## src/rtl/asd_ram.sv

```systemverilog
// ----------------------------------------------------------------------------
// asd_ram
// Generic single-port-write, single-port-read RAM with registered read data.
// ----------------------------------------------------------------------------
module asd_ram #(
  parameter int unsigned WIDTH = 8,
  parameter int unsigned DEPTH = 8
) (
  input  logic                                         clk,
  input  logic                                         we,
  input  logic [((DEPTH > 1) ? $clog2(DEPTH) : 1)-1:0] waddr,
  input  logic [WIDTH-1:0]                             wdata,
  input  logic [((DEPTH > 1) ? $clog2(DEPTH) : 1)-1:0] raddr,
  output logic [WIDTH-1:0]                             rdata
);

  logic [WIDTH-1:0] mem [DEPTH];

  always_ff @(posedge clk) begin
    if (we) begin
      mem[waddr] <= wdata;
    end
    rdata <= mem[raddr];
  end

endmodule

```

## config.mk

```make
export PLATFORM = sky130hd
export DESIGN_NAME = asd_ram
export DESIGN_NICKNAME = d
export VERILOG_FILES = /design/src/rtl/asd_ram.sv
export SDC_FILE = /design/constraint.sdc
export NUM_CORES = 1
export LEC_CHECK = 0
export ABC_AREA = 1
export BUFFER_PORTS_ARGS = -buffer_cell sky130_fd_sc_hd__buf_2
export CAP_MARGIN = 25
export CORE_MARGIN = 5
export CORE_UTILIZATION = 59
export CTS_BUF_LIST = sky130_fd_sc_hd__clkbuf_16
export CTS_CLUSTER_SIZE = 24
export DETAILED_ROUTE_END_ITERATION = 16
export HOLD_SLACK_MARGIN = 0.12
export PLACE_DENSITY = 0.78
export SYNTH_ARGS = -nofsm -noshare
export SYNTH_HDL_FRONTEND = slang
export SYNTH_SLANG_ARGS = --single-unit
```

## constraint.sdc

```tcl
create_clock -name clk -period 1.4 [get_ports clk]
set_clock_uncertainty 0.15 [all_clocks]
set_input_delay 0.28 -clock clk [delete_from_list [all_inputs] [get_ports clk]]
set_output_delay 0.28 -clock clk [all_outputs]
set_load 0.02 [all_outputs]
```

==> flow_summary.json, run 1 <==
{
  "die_area_um2": 6710,
  "crit_required_ps": 970,
  "ys_ff_latch": 72,
  "cts_buffers": 9,
  "grt_pass1_vias": 2120,
  "fin_total_pwr_mw": 5.03,
  "slew_viol_final": 0,
  "grt_max_degree": 33,
  "final.setup.tns_ps": 0,
  "leakagePower_nw": 1.73,
  "insertedDiodeCount": 0,
  "worstSetupPathType": "reg2out",
  "whs_ps": 140,
  "worstSetupStartpointType": "register",
  "hpwl_um": 3750,
  "yosysSeqAreaShare_pct": 68.3,
  "synth_cell_type_count": 11,
  "ctsHtreeMaxLevel": 3,
  "hold_path.class": "in2reg",
  "via_per_inst": 4.81,
  "cts.path.max_buffers": 2,
  "final_common_cell": "nand2_1",
  "ys_warn_count": 0,
  "ant_nets": 0,
  "dpl_cell_area_um2": 3270,
  "cts_tree": "done",
  "p_per_area_nw_per_um2": 1380,
  "root_buffer": "clkbuf_16",
  "fmax_ghz": 0.824,
  "worstMarginPinSlew_ps": 350,
  "path_delay_family": "flip-flops",
  "grt_pass1_wl_um": 10100,
  "cp.arrival_ps": 780,
  "die_x_um": 81.9,
  "portBuffers": 23,
  "outcome": "finished, final reports clean",
  "grtUsageTotal_pct": 21.0,
  "synth_nets": 319,
  "finalSetupViolations": 0,
  "wirelength_um": 6160,
  "vias": 2038,
  "hold_viol": 0,
  "postLayoutCellArea_um2": 3640,
  "syn_area_um2": 3050,
  "drtIter0Drc": 174,
  "antenna_found_initial": 0,
  "fp-row-count": 26,
  "gp_routability_congestion": 0.817,
  "cts.sinks": 72,
  "num-fill-cells": 370,
  "crit_cells": 1,
  "slowest_delay_ps": 310,
  "area_growth_pct": 19.3,
  "reg2regPathDepth": 6,
  "timing.final.crit_share_pct": 86.7,
  "slowest_stage": "dfxtp_1",
  "postSynthCellCount": 303,
  "drc": 0,
  "initial_core_util_pct": 60.1,
  "wl_per_cell_um": 14.5,
  "grt-ovfl-total": 0,
  "crit_fanout": 1,
  "cap_violations": 0,
  "syn_avg_cell_area_um2": 10.1,
  "critPathBufInv": 1,
  "end_kind": "primary output",
  "drive_gt1_share_pct": 16.1,
  "slew_headroom_pct": 76.6,
  "ios": 24,
  "min_period_ps": 1210,
  "die_height_um": 81.9,
  "layout_common_cells": "nand2_1, inv_1, edfxtp_1, nand3_1, buf_2",
  "stdcell_count": 424,
  "hold_depth": 1,
  "clk_latency_ps": 320,
  "clkTransAtPathRegs_ps": 60,
  "core_um2": 5070,
  "dp_cells": 401,
  "layout.nets": 365,
  "path_cells": "buf_2",
  "firstDrtPassIters": 5,
  "rsz0062_at_grt": "no",
  "ir_drop_mv": 1.08
}
[metal layers]
metal  wire, µm  global-route usage (%)  vias to the layer above
met5          0                       0                        -
met2       3230                    35.6                       67
met4         95                    10.1                        0
li1           -                       -                     1024
met1       2500                    26.0                      937
met3        345                    3.62                       10
[final cells by class]
type                            instances  area [µm²]  area share [%]
Clock inverter                          7        71.3            1.96
Sequential cell                        72        2080            57.2
Tap cell                               70        87.6            2.41
Multi-Input combinational cell        150         603            16.6
Inverter                               70         265            7.29
Clock buffer                            9         225            6.19
Timing Repair Buffer                   46         305            8.39
[per-stage QoR]
stage	utilization (%)	worst slack, ps
after floorplan	-	95.1
after global placement	64.5	117
after detailed placement	64.5	80.4
after CTS	71.7	171
after global routing	71.7	151
final	71.7	186
[repair_timing]
action | in CTS | in global routing
hold buffers | 7 | 0
setup buffers | 0 | 0
gates resized for setup | 0 | 0
endpoints found under the hold margin | 55 | 0
[path summary, 6_finish.rpt]
| check | slack, ps | endpoint | start |
|---|---|---|---|
| worst max register to register | 370 | rdata[0] | mem[2][0] |
| worst min-delay path | 140 | mem[1][0] | wdata[0] |
| worst min register to register | 480 | rdata[5] | mem[1][5] |
| worst max-delay path | 190 | rdata[1] | rdata[1] |
[flip-flops by register name, summed over array words and instances, names as in the netlist]
signal,flops
mem,64
rdata,8
[logic make-up (layout without fill, tap and decap cells)]
group | count (synthesis) | after routing | share of synthesized area [%]
flops | 72 | 72 | 68.3
buf+inv | 81 | 132 | 12.0
simple gates | 150 | 150 | 19.8
[cell usage after synthesis]
| cell | count | share of area [%] |
|---|---|---|
| nor2_1 | 8 | 0.98 |
| buf_4 | 3 | 0.74 |
| inv_2 | 1 | 0.12 |
| edfxtp_1 | 64 | 63 |
| inv_4 | 1 | 0.21 |
| buf_6 | 6 | 2.2 |
| buf_2 | 2 | 0.33 |
| nand3_1 | 32 | 5.3 |
| inv_1 | 68 | 8.4 |
| nand2_1 | 110 | 14 |
| dfxtp_1 | 8 | 5.3 |
[report_power, final]
group / total [mW] / switching, mW / internal [mW]
Sequential: 2.45 / 0.0197 / 2.43
Combinational: 0.360 / 0.237 / 0.124
Clock: 2.23 / 0.848 / 1.38
No activity file was read; power rests on OpenSTA's default activity.
==> run 2, diff against run 1 <==
ABC_AREA = default   (was 1)
CORE_UTILIZATION = 58   (was 59)
PLACE_DENSITY = default   (was 0.78)
PLACE_DENSITY_LB_ADDON = 0.08   (was default)
==> flow_summary.json, run 2 <==
{
  "finalSetupViolations": 0,
  "worstSetupStartpointType": "register",
  "final.setup.worst_slack_ps": 13.5,
  "cts_tree": "done",
  "synth_cell_type_count": 14,
  "rsz0062_at_grt": "yes",
  "p_per_area_nw_per_um2": 1490,
  "yosysMostFrequentCell": "edfxtp_1",
  "layout.nets": 177,
  "syn_avg_cell_area_um2": 23.6,
  "top_regs": "mem (64), rdata (8)",
  "hpwl_um": 2670,
  "ctsHtreeMaxLevel": 3,
  "end_kind": "register",
  "synth_area_leaders": "edfxtp_1, mux4_1, dfxtp_1, mux2_2, mux4_2",
  "wl_per_cell_um": 21.3,
  "die_x_um": 78.1,
  "timing.final.crit_share_pct": 99.0,
  "antenna_found_initial": 0,
  "fmax_ghz": 0.721,
  "drive_gt1_share_pct": 42.2,
  "drtIter0Drc": 176,
  "dp_worst_setup_slack_ps": -293,
  "die_height_um": 78.1,
  "fp-row-count": 24,
  "min_period_ps": 1390,
  "synth_top_area_share_pct": 71.4,
  "firstDrtPassIters": 4,
  "grt_pass1_vias": 1344,
  "synth_nets": 130,
  "slew_headroom_pct": 83.3,
  "insertedDiodeCount": 0,
  "leakagePower_nw": 1.16,
  "initial_core_util_pct": 61.0,
  "cts.sinks": 72,
  "stdcell_count": 218,
  "cts_buffers": 9,
  "async_flop_share_pct": 0,
  "worstMarginPinSlew_ps": 250,
  "core_um2": 4410,
  "worstSetupPathType": "reg2reg",
  "ys_warn_count": 0,
  "root_buffer": "clkbuf_16",
  "grt_max_degree": 17,
  "clkTransAtPathRegs_ps": 50,
  "gp_routability_congestion": 0.662,
  "postSynthCellCount": 114,
  "yosys-top-cells-count": "edfxtp_1, mux4_1, dfxtp_1, mux2_2, nor2_1",
  "ir_drop_mv": 1.14,
  "hold_path.class": "in2reg",
  "area_growth_pct": 21.2,
  "crit_required_ps": 1460,
  "cap_violations": 0,
  "largest_reg_flops": 64,
  "regMostFlops": "mem",
  "fin_total_pwr_mw": 4.87,
  "ys_ff_latch": 72,
  "ios": 24,
  "layout_common_cells": "edfxtp_1, buf_2, mux4_2, clkbuf_16",
  "post-synth-top-area-cell": "edfxtp_1",
  "wirelength_um": 4650,
  "outcome": "finished, final reports clean",
  "vias": 1241,
  "portBuffers": 23,
  "via_per_inst": 5.69,
  "slew_viol_final": 0,
  "yosysSeqAreaShare_pct": 77.4,
  "cp.arrival_ps": 1440,
  "final_common_cell": "edfxtp_1",
  "ant_nets": 0,
  "die_area_um2": 6100,
  "cts.path.max_buffers": 2,
  "crit_fanout": 1,
  "synth-main-ff-cell": "edfxtp_1",
  "grtUsageTotal_pct": 16.2,
  "syn_area_um2": 2690,
  "ff2ff_setup_slack_ps": 10,
  "grt_pass1_wl_um": 7160,
  "hold_viol": 0,
  "drc": 0,
  "synth_edf_count": 64,
  "dp_cells": 194,
  "clk_latency_ps": 320,
  "grt-ovfl-total": 0
}
## run 2: area by class of cell
cell class / count / area (µm²)
Tap cell: 52 / 65.1
Fill cell: 282 / 1150
Sequential cell: 72 / 2080
Multi-Input combinational cell: 37 / 538
Timing Repair Buffer: 41 / 295
Clock inverter: 7 / 55.1
Clock buffer: 9 / 225
## run 2: cell families after synthesis
| kind of cell | share of synthesized area (%) |
|---|---|
| DFF | 77.4 |
| and+or+nand+nor | 2.19 |
| muxes | 18.8 |
| buffers and inverters | 1.63 |
## run 2: what timing repair did
action                                  4_1_cts  5_1_grt
endpoints found under the setup margin        5        7
hold endpoints to repair                     64        0
gates resized for setup                       6        9
setup buffers                                 0        0
hold buffers                                  8        0
## run 2: critical path, stage by stage, from the launching register on
cell and delay, ps:
edfxtp_1 370, mux4_2 470, mux2_4 280
## run 2: report_power, final
group / switching (mW) / internal (mW) / leakage (nW)
Combinational: 0.152 / 0.154 / 0.364
Clock: 0.771 / 1.34 / 0.147
Sequential: 0.0200 / 2.43 / 0.649
## run 2: routing by layer
| layer | wire length [µm] | vias to the layer above | track usage [%] |
|---|---|---|---|
| met1 | 2040 | 634 | 20.3 |
| met4 | 76 | 0 | 6.59 |
| met5 | 0 | - | 0 |
| met3 | 207 | 9 | 4.58 |
| li1 | - | 562 | - |
| met2 | 2330 | 36 | 26.7 |
## run 2: path summary, 6_finish.rpt
check	endpoint	startpoint	cells past startpoint
max	rdata[0]	mem[4][0]	2
min	rdata[2]	raddr[1]	2
max reg2reg	rdata[0]	mem[4][0]	2
min reg2reg	rdata[4]	mem[0][4]	2
## run 2: per-stage QoR
stage / hold WS, ps / util [%] / area (µm²) / TNS [ps]
6_report: 243 / 73.9 / 3260 / 0
5_1_grt: 242 / 73.9 / 3260 / -47.5
2_1_floorplan: 229 / - / 2720 / -1120
3_3_place_gp: 382 / 66.6 / 2940 / -1920
3_5_place_dp: 401 / 66.6 / 2940 / -2190
4_1_cts: 235 / 74.3 / 3280 / 0
